File: config.mk
export PLATFORM = sky130hd
export DESIGN_NAME = tks_cell
export DESIGN_NICKNAME = d
export VERILOG_FILES = /design/src/rtl/tks_pkg.sv /design/src/rtl/tks_cell.sv
export SDC_FILE = /design/constraint.sdc
export NUM_CORES = 1
export LEC_CHECK = 0
export BUFFER_PORTS_ARGS = -buffer_cell sky130_fd_sc_hd__buf_2
export CAP_MARGIN = 30
export CORE_AREA = 2 2 81 75
export CTS_CLUSTER_DIAMETER = 200
export DETAILED_ROUTE_END_ITERATION = 10
export DIE_AREA = 0 0 83 77
export MAX_ROUTING_LAYER = met4
export PLACE_DENSITY = 0.8
export SLEW_MARGIN = 5
export SYNTH_ARGS = -nofsm -noshare
export SYNTH_HDL_FRONTEND = slang
export SYNTH_SLANG_ARGS = --single-unit
File: constraint.sdc
create_clock -name i_clk -period 6.8 [get_ports i_clk]
set_input_delay 1.36 -clock i_clk [delete_from_list [all_inputs] [get_ports i_clk]]
set_output_delay 1.36 -clock i_clk [all_outputs]
set_load 0.005 [all_outputs]
File: src/rtl/tks_pkg.sv
// Shared types, constants and helpers for the top-k sorted insertion block.
// No dependencies; every other file in rtl/ imports this package.
package tks_pkg;

    localparam int CAPACITY_DEF = 128;
    localparam logic [7:0] KEEP_RESET = 8'd100;
    // Number of cells merged by one first-level OR group of the read tree.
    localparam int RD_GROUP = 16;

    localparam logic CMD_INSERT = 1'b0;
    localparam logic CMD_READ   = 1'b1;

    typedef struct packed {
        logic               cmd;
        logic signed [31:0] score;
        logic [6:0]         index;
    } t_in;

    typedef struct packed {
        logic               accepted;
        logic [7:0]         held_count;
        logic signed [31:0] read_value;
        logic               read_valid;
    } t_out;

    // Per-cell control broadcast from the top level.
    typedef struct packed {
        logic take;      // the current insert enters the list
        logic occupied;  // this cell holds a live entry
        logic in_limit;  // this cell lies below the active limit
        logic sel;       // this cell is the target of a read
    } t_cell_ctl;

    // Per-cell compare status returned to the top level.
    typedef struct packed {
        logic gt;        // the new score belongs at or above this cell
        logic gt_lim;    // same, restricted to cells below the limit
    } t_cell_stat;

    // Active list length: keep_count saturated at the cell count.
    function automatic logic [7:0] limit_of(input logic [7:0] keep, input int cap);
        logic [7:0] lim;
        lim = keep;
        if (cap < 256 && int'(keep) > cap) begin
            lim = 8'(cap);
        end
        return lim;
    endfunction

endpackage

File: src/rtl/tks_cell.sv
// One compare-and-shift cell of the sorted list.
// Depends on tks_pkg for the control and status structs.
module tks_cell import tks_pkg::*; (
    input  logic        i_clk,
    input  t_cell_ctl   i_ctl,
    input  logic [31:0] i_score,
    input  logic [31:0] i_prev_val,
    input  logic        i_prev_gt,
    output logic [31:0] o_val,
    output logic [31:0] o_rd,
    output t_cell_stat  o_stat
);

    logic [31:0] r_val;
    logic        gt;

    // An empty cell always yields to the new score; a live one only to a strictly larger one,
    // so equal scores keep their older entries ahead.
    assign gt = !i_ctl.occupied || ($signed(i_score) > $signed(r_val));

    assign o_stat.gt     = gt;
    assign o_stat.gt_lim = gt && i_ctl.in_limit;
    assign o_val         = r_val;
    assign o_rd          = i_ctl.sel ? r_val : 32'd0;

    always_ff @(posedge i_clk) begin
        if (i_ctl.take && gt) begin
            r_val <= i_prev_gt ? i_prev_val : i_score;
        end
    end

endmodule

==> results of run 1 <==
-- placed cells by master (no fill, tap or decap), drive strengths merged --
master and count:
o21a 1, a21o 4, clkinv 1, a211oi 2, o32ai 1, nand2 7
nor4 2, nand4 7, a21oi 14, nor2b 1, mux2 31, nor4bb 1
and4 1, inv 35, nor2 1, o311ai 1, o21ai 5, a22o 1
a21boi 1, nand2b 1, buf 136, nand3 2, and2 32, ha 32
edfxtp 32, nor3 1, clkbuf 7, o211ai 2
-- area by class of cell --
| cell class | count | area [sq um] |
|---|---|---|
| flip-flops and latches | 32 | 961 |
| well taps | 70 | 87.6 |
| clock buffers | 7 | 76.3 |
| repair buffers | 136 | 683 |
| clock inverters | 1 | 3.75 |
| multi-input cells | 151 | 1330 |
| fillers | 485 | 2290 |
| inverters | 35 | 131 |
-- through the flow --
step | cell area [sq um] | util | total power [mW] | hold slack [ps] | std cells
detailed placement | 3190 | 0.574 | 0.420 | 1350 | 424
CTS | 3270 | 0.588 | 0.562 | 1370 | 432
global route | 3270 | 0.588 | 0.590 | 1370 | 432
finish | 3270 | 0.588 | 0.554 | 1360 | 432
floorplan | 2440 | - | 0.346 | 1550 | 226
global placement | 3190 | 0.574 | 0.415 | 1350 | 424
-- power by group --
part / internal (mW) / switching (mW)
combinational: 0.0818 / 0.0800
clock: 0.0712 / 0.0684
sequential: 0.241 / 0.0114
-- cell families (layout without fill, tap and decap cells) --
| kind of cell | count (synthesis) | in the layout | share of synthesized area |
|---|---|---|---|
| and+or+nand+nor | 56 | 56 | 0.151 |
| AOI/OAI and AO/OA | 32 | 32 | 0.0805 |
| DFF | 32 | 32 | 0.394 |
| muxes | 31 | 31 | 0.143 |
| buffers and inverters | 43 | 179 | 0.0677 |
| adders and majority gates | 32 | 32 | 0.164 |
-- per-layer routing --
metal,part of all wire,GRT usage
met1,0.44,0.220
met2,0.49,0.340
met3,0.061,0.0355
met4,0.0093,0.0541
met5,0,-
-- worst paths after layout --
check / from / endpoint / slack, ps / cells past startpoint
min reg2reg: o_val[0] / o_val[27] / 1360 / 5
min: o_val[0] / o_val[27] / 1360 / 5
max reg2reg: o_val[13] / o_val[5] / 3570 / 8
max: i_score[13] / o_stat[0] / 2200 / 8
-- worst max-delay path, stage by stage --
cell,delay [ps]
buf_2,100
ha_1,300
a21o_1,180
a21o_1,180
a22o_1,240
o32ai_1,560
a211oi_1,150
buf_2,170
==> results.py, run 1 <==
metrics = {
    "global_routing": {
        "grt_max_degree": 34,
        "grt_pass1_vias": 2094,
        "grt_pass1_wl_um": 9630,
        "grt_overflow": 0,
        "antenna_found_initial": 0,
        "grt_use_total": 0.191,
    },
    "critical_path": {
        "cp.arrival_ps": 3240,
        "end_kind": "output pin",
        "crit_path_start_kind": "input port",
        "worstSetupPathType": "in -> out",
        "worst-path-max-fanout": 3,
        "cp_data_required_time_ps": 5440,
    },
    "flow_run": {
        "cap_viol_max_count": 0,
    },
    "logic_synthesis": {
        "synth_area_leaders": "edfxtp_1 (39%), ha_1 (16%), mux2_2 (14%), and2_1 (8.2%), inv_1 (5.4%)",
        "synth.net_count": 328,
        "ys_ff_latch": 32,
        "async_flop_share": 0,
        "synthCells": 226,
        "netlist.area_leader.share": 0.394,
        "synth_top_cell_by_area": "edfxtp_1",
        "yosysMostFrequentCell": "inv_1",
        "ys_seq_area_frac": 0.394,
        "synth_flop_cell": "edfxtp_1",
        "netlist_area_sq_um": 2440,
        "synthTopCellsByCount": "inv_1 (35), and2_1 (32), edfxtp_1 (32), ha_1 (32), mux2_2 (31)",
        "ys_warn_count": 0,
        "synth_edf_count": 32,
        "postSynthAreaPerCell_sq_um": 10.8,
        "yosysUniqueCellTypes": 29,
    },
    "placed_design": {
        "dp.final_hpwl_um": 4690,
        "place.gp.congestion": 0.716,
        "pre_cts_ws_ps": 2180,
        "numPortBuffers": 135,
    },
    "clock_tree": {
        "cts_root_buf": "clkbuf_8",
        "clkLatencyLatePin_ps": 280,
        "cts_tree": "done",
        "cts_resized": 0,
        "cts.htree.levels": 2,
        "cts_made_buffers": 5,
        "hold_buffers": 0,
        "clkTransAtPathRegs_ps": 70,
        "postCtsSetupBuffers": 0,
        "cts.sinks": 32,
        "cts.path.max_buffers": 2,
    },
    "timing": {
        "fin_crit_sh": 0.676,
        "finalHoldViolCount": 0,
        "setup_violations": 0,
        "slew_violations": 0,
        "rsz0062_at_grt": "false",
        "worst_pin_slew_ps": 825,
        "fin_setup_tns_ps": 0,
        "setup_ws_ps": 2200,
        "fmax_mhz": 217,
        "fin_crit_ps": 4600,
        "maxSlewHeadroom": 0.448,
        "fin_skew_ps": 3.31,
    },
    "pwr": {
        "pwr_density_cell_nw_per_um2": 169,
        "power_leakage_nw": 1.68,
        "peakVddDrop_uv": 92.5,
    },
    "detailed_routing": {
        "vias": 2137,
        "drc": 0,
        "wl_per_cell_um": 13.7,
        "drt_first_pass_iters": 4,
        "wl_um": 5920,
        "ant_nets": 0,
        "detailedRoute.firstIterationViolations": 73,
        "via_per_inst": 4.95,
    },
    "die": {
        "initial_core_util": 0.439,
        "core_sq_um": 5560,
        "row_count": 26,
        "die_w_um": 83,
        "ioPinCount": 136,
        "die_area_sq_um": 6390,
        "die_h_um": 77,
    },
    "finish": {
        "antennaDiodeCount": 0,
        "largest_reg_flops": 32,
        "nets": 463,
        "layout-drive-gt1-share": 0.486,
        "areaGrowthSynthToFinish_pct": 34.0,
    },
    "status": {
        "status": "finished, final reports clean",
    },
    "hold_path": {
        "hold_class": "reg -> reg",
    },
}
Note: power is estimated with default switching activity, not from simulation.
==> inputs of run 2 (changes only) <==
Clock period 6.8 ns to 4.36 ns, I/O delays scaled along.
==> results.py, run 2 (same netlist as run 1, synthesis figures left out) <==
metrics = {
    "status": {
        "status": "finished, final reports clean",
    },
    "timing": {
        "rsz0062_at_grt": "false",
        "worst_hold_slack_ps": 868,
        "fin_crit_ps": 3670,
        "fin_skew_ps": 7.93,
        "fmax_mhz": 273,
        "maxSlewHeadroom": 0.476,
        "worst_pin_slew_ps": 775,
        "finalHoldViolCount": 0,
        "slew_violations": 0,
        "fin_crit_sh": 0.841,
        "setup_violations": 0,
        "fin_setup_tns_ps": 0,
    },
    "placed_design": {
        "dp.final_hpwl_um": 4750,
        "numPortBuffers": 135,
        "placedCellCount": 424,
        "place.gp.congestion": 0.756,
    },
    "die": {
        "die_w_um": 83,
        "row_count": 26,
        "initial_core_util": 0.439,
        "die_h_um": 77,
        "core_sq_um": 5560,
        "die_area_sq_um": 6390,
        "ioPinCount": 136,
    },
    "detailed_routing": {
        "via_per_inst": 4.93,
        "drt_first_pass_iters": 4,
        "drc": 0,
        "detailedRoute.firstIterationViolations": 64,
        "ant_nets": 0,
        "vias": 2129,
        "wl_um": 6010,
        "wl_per_cell_um": 13.9,
    },
    "critical_path": {
        "crit_top_cell": "buf_2",
        "worst-path-max-fanout": 3,
        "regToRegStartpoint": "o_val[15]",
        "slowest_delay_ps": 710,
        "end_kind": "output pin",
        "worstReg2RegEnd": "o_val[27]",
        "reg2reg_depth": 8,
        "cp.arrival_ps": 2800,
        "worstPathCellList": "buf_2 -> ha_1 -> a21oi_1 -> nand2_1 -> o211ai_1 -> nor4bb_1 -> a211oi_1 -> buf_2",
        "rrSetupSlack_ps": 1510,
        "worstSetupPathType": "in -> out",
        "crit_path_start_kind": "input port",
        "worst_path_max_delay_cell": "nor4bb_1",
        "cp_top_family": "simple AND/OR/NAND/NOR gates",
        "cp_data_required_time_ps": 3490,
        "crit_buf_inv": 2,
    },
    "finish": {
        "layout.cells.most_common": "buf_2",
        "nets": 463,
        "final_cells": 432,
        "areaGrowthSynthToFinish_pct": 34.0,
        "layout-drive-gt1-share": 0.486,
        "largest_reg_flops": 32,
        "layout_common_cells": "buf_2 (135), inv_1 (35), and2_1 (32), ha_1 (32), edfxtp_1 (32)",
        "final_core_util": 0.588,
        "antennaDiodeCount": 0,
    },
    "pwr": {
        "p_comb_frac": 0.290,
        "swShare": 0.291,
        "peakVddDrop_uv": 160,
        "seqPwrFrac": 0.455,
        "p_switching_uw": 252,
        "clock_power_share": 0.255,
        "pwr_density_cell_nw_per_um2": 265,
        "p_total_uw": 867,
        "power_leakage_nw": 1.68,
        "internal-power_uw": 615,
    },
    "global_routing": {
        "met3_usage": 0.0474,
        "grt_pass1_wl_um": 9710,
        "grt_use_total": 0.193,
        "grt_max_degree": 34,
        "use_met1": 0.218,
        "grt_overflow": 0,
        "antenna_found_initial": 0,
        "grt_busiest_layer": "met2",
        "grt_pass1_vias": 2123,
        "met2_usage": 0.339,
    },
    "clock_tree": {
        "cts.sinks": 32,
        "cts.path.max_buffers": 2,
        "clkLatencyLatePin_ps": 280,
        "postCtsSetupBuffers": 0,
        "cts.htree.levels": 2,
        "cts_made_buffers": 5,
        "hold_buffers": 0,
        "cts_tree": "done",
        "clkTransAtPathRegs_ps": 70,
        "cts_root_buf": "clkbuf_8",
        "cts_resized": 0,
    },
    "hold_path": {
        "min_path_cells": 3,
        "min_to": "o_val[0]",
        "min_from": "i_prev_val[0]",
        "hold_class": "in -> reg",
    },
    "flow_run": {
        "cap_viol_max_count": 0,
    },
}
-- run 2: per-stage QoR --
stage / worst slack [ps] / cell area [sq um]
6_report: 692 / 3270
3_5_place_dp: 691 / 3190
5_1_grt: 535 / 3270
3_3_place_gp: 713 / 3190
4_1_cts: 690 / 3270
2_1_floorplan: 585 / 2450
-- run 2: routing by layer --
layer / share of wire / up-vias
met5: 0 / -
met4: 0.011 / 0
met3: 0.059 / 8
met2: 0.52 / 86
met1: 0.41 / 965
li1: - / 1070
-- run 2: how the worst max path moves through the flow --
| stage | from | endpoint | slack, ps | cells past startpoint |
|---|---|---|---|---|
| 3_5_place_dp | i_score[30] | o_stat[0] | 690 | 8 |
| 3_3_place_gp | i_score[13] | o_stat[0] | 710 | 8 |
| 5_1_grt | i_score[26] | o_stat[1] | 540 | 8 |
| 2_1_floorplan | i_score[14] | o_val[0] | 580 | 6 |
| 4_1_cts | i_score[30] | o_stat[0] | 690 | 8 |
| 6_report | i_score[30] | o_stat[0] | 690 | 8 |
-- run 2: layout make-up --
class | instances | area (sq um)
Tap cell | 70 | 87.6
Multi-Input combinational cell | 151 | 1330
Inverter | 35 | 131
Clock inverter | 1 | 3.75
Sequential cell | 32 | 961
Fill cell | 482 | 2290
Timing Repair Buffer | 136 | 683
Clock buffer | 7 | 76.3
-- run 2: worst reg2reg max path: cells and delay by family (launching register included) --
kind | cells | cell delay (ps)
buffers and inverters | 2 | 490
flip-flops | 1 | 380
AO/OA/AOI/OAI | 3 | 800
adder cells (fa/ha/maj) | 1 | 290
AND/OR/NAND/NOR | 2 | 540
-- run 2: power groups by stage --
stage	sequential, mW	combinational [mW]	clock (mW)
global placement	0.400	0.247	0
finish	0.394	0.252	0.221
detailed placement	0.402	0.253	0
CTS	0.395	0.255	0.229
global route	0.399	0.282	0.241
floorplan	0.401	0.139	0
==> inputs of run 3 (changes only) <==
Settings changed: CORE_AREA 2 2 81 75 to 2 2 85 79, DIE_AREA 0 0 83 77 to 0 0 87 81, PLACE_DENSITY 0.8 to 0.76.
Clock period 4.36 ns to 3.25 ns, I/O delays scaled along.
==> results.py, run 3 (same netlist as run 1, synthesis figures left out) <==
metrics = {
    "finish": {
        "layout_common_cells": "buf_2 (135), inv_1 (35), and2_1 (32), ha_1 (32), edfxtp_1 (32)",
        "regArea_sq_um": 961,
        "final_core_util": 0.524,
        "areaGrowthSynthToFinish_pct": 34.7,
        "largest_reg_flops": 32,
        "multi_input_area_sq_um": 1340,
        "fillCellCount": 581,
        "layout.cells.most_common": "buf_2",
        "antennaDiodeCount": 0,
        "layout-drive-gt1-share": 0.496,
        "stdcell_area_sq_um": 3290,
        "nets": 465,
    },
    "clock_tree": {
        "clkTransAtPathRegs_ps": 70,
        "cts_tree": "done",
        "cts_root_buf": "clkbuf_8",
        "cts.sinks": 32,
        "cts.htree.levels": 2,
        "cts.path.max_buffers": 2,
        "cts_made_buffers": 5,
        "clkLatencyLatePin_ps": 280,
    },
    "timing": {
        "worst_pin_slew_ps": 772,
        "fin_crit_sh": 0.962,
        "maxSlewHeadroom": 0.485,
        "fin_setup_tns_ps": 0,
        "finalHoldViolCount": 0,
        "fin_crit_ps": 3130,
        "fmax_mhz": 320,
        "slew_violations": 0,
        "setup_violations": 0,
        "fin_skew_ps": 7.13,
        "rsz0062_at_grt": "false",
    },
    "global_routing": {
        "grt_pass1_vias": 1972,
        "grt_max_degree": 34,
        "grt_use_total": 0.166,
        "grt_overflow": 0,
        "grt_pass1_wl_um": 8910,
        "antenna_found_initial": 0,
    },
    "pwr": {
        "p_comb_frac": 0.300,
        "seqPwrFrac": 0.462,
        "pwr_density_cell_nw_per_um2": 347,
        "clock_power_share": 0.238,
        "swShare": 0.284,
        "p_switching_uw": 324,
        "power_leakage_nw": 1.69,
        "peakVddDrop_uv": 144,
        "internal-power_uw": 817,
    },
    "critical_path": {
        "cp.arrival_ps": 2480,
        "crit_path_start_kind": "input port",
        "end_kind": "output pin",
        "cp_data_required_time_ps": 2600,
        "regToRegStartpoint": "o_val[27]",
        "crit_start": "i_score[27]",
        "worstSetupPathType": "in -> out",
        "crit_end": "o_stat[0]",
        "reg2reg_depth": 9,
        "worst-path-max-fanout": 3,
        "rrSetupSlack_ps": 620,
        "worstReg2RegEnd": "o_val[10]",
    },
    "die": {
        "die_h_um": 81,
        "initial_core_util": 0.389,
        "core_sq_um": 6270,
        "die_w_um": 87,
        "die_area_sq_um": 7050,
        "ioPinCount": 136,
        "row_count": 28,
    },
    "detailed_routing": {
        "ant_nets": 0,
        "vias": 2098,
        "via_per_inst": 4.81,
        "detailedRoute.firstIterationViolations": 95,
        "drc": 0,
        "wl_um": 5860,
        "wl_per_cell_um": 13.4,
        "drt_first_pass_iters": 4,
    },
    "hold_path": {
        "hold_class": "in -> reg",
        "min_from": "i_prev_val[24]",
    },
    "placed_design": {
        "dp.final_hpwl_um": 4770,
        "place.gp.congestion": 0.756,
        "placed_cell_area_sq_um": 3210,
        "numPortBuffers": 135,
    },
    "status": {
        "status": "finished, final reports clean",
    },
    "flow_run": {
        "cap_viol_max_count": 0,
    },
}
-- run 3: worst min-delay path by stage --
stage                      to  cells after the start
global route        o_val[14]                      2
floorplan            o_val[0]                      2
detailed placement   o_val[0]                      3
CTS                 o_val[24]                      2
finish              o_val[24]                      2
global placement     o_val[0]                      3
-- run 3: power by group through the flow --
stage / clock [mW] / combinational (mW) / sequential, mW
global placement: 0 / 0.337 / 0.535
finish: 0.271 / 0.342 / 0.528
CTS: 0.287 / 0.347 / 0.528
detailed placement: 0 / 0.345 / 0.537
global route: 0.303 / 0.389 / 0.533
floorplan: 0 / 0.189 / 0.538
-- run 3: worst max-delay path, stage by stage --
cell,delay [ps]
buf_2,110
ha_1,310
nand4_1,220
nor4_4,390
o211ai_1,150
nor4bb_1,170
buf_4,160
a211oi_1,180
buf_2,140
-- run 3: through the flow --
step | std cells | power (mW) | setup slack [ps] | hold slack (ps)
floorplan | 226 | 0.726 | 141 | 841
global route | 436 | 1.22 | 29.9 | 662
CTS | 436 | 1.16 | 48.3 | 661
global placement | 431 | 0.873 | 53.0 | 944
detailed placement | 431 | 0.882 | 41.5 | 954
finish | 436 | 1.14 | 122 | 672
-- run 3: area by class of cell --
cell class / instances / share of cell area
Multi-Input combinational cell: 151 / 0.406
Sequential cell: 32 / 0.292
Timing Repair Buffer: 138 / 0.212
Inverter: 35 / 0.0400
Tap cell: 75 / 0.0285
Clock buffer: 5 / 0.0209
-- run 3: repair_timing --
item / 4_1_cts / 5_1_grt
gates resized for setup: 0 / 1
hold buffers: 0 / 0
buffers inserted: 0 / 0
endpoints found under the setup margin: 0 / 2
-- run 3: routing by layer --
| metal | share of wire | GRT usage | up-vias |
|---|---|---|---|
| met5 | 0 | - | - |
| li1 | - | - | 1082 |
| met3 | 0.058 | 0.0335 | 2 |
| met1 | 0.43 | 0.193 | 938 |
| met2 | 0.51 | 0.295 | 76 |
| met4 | 0.0032 | 0.0375 | 0 |
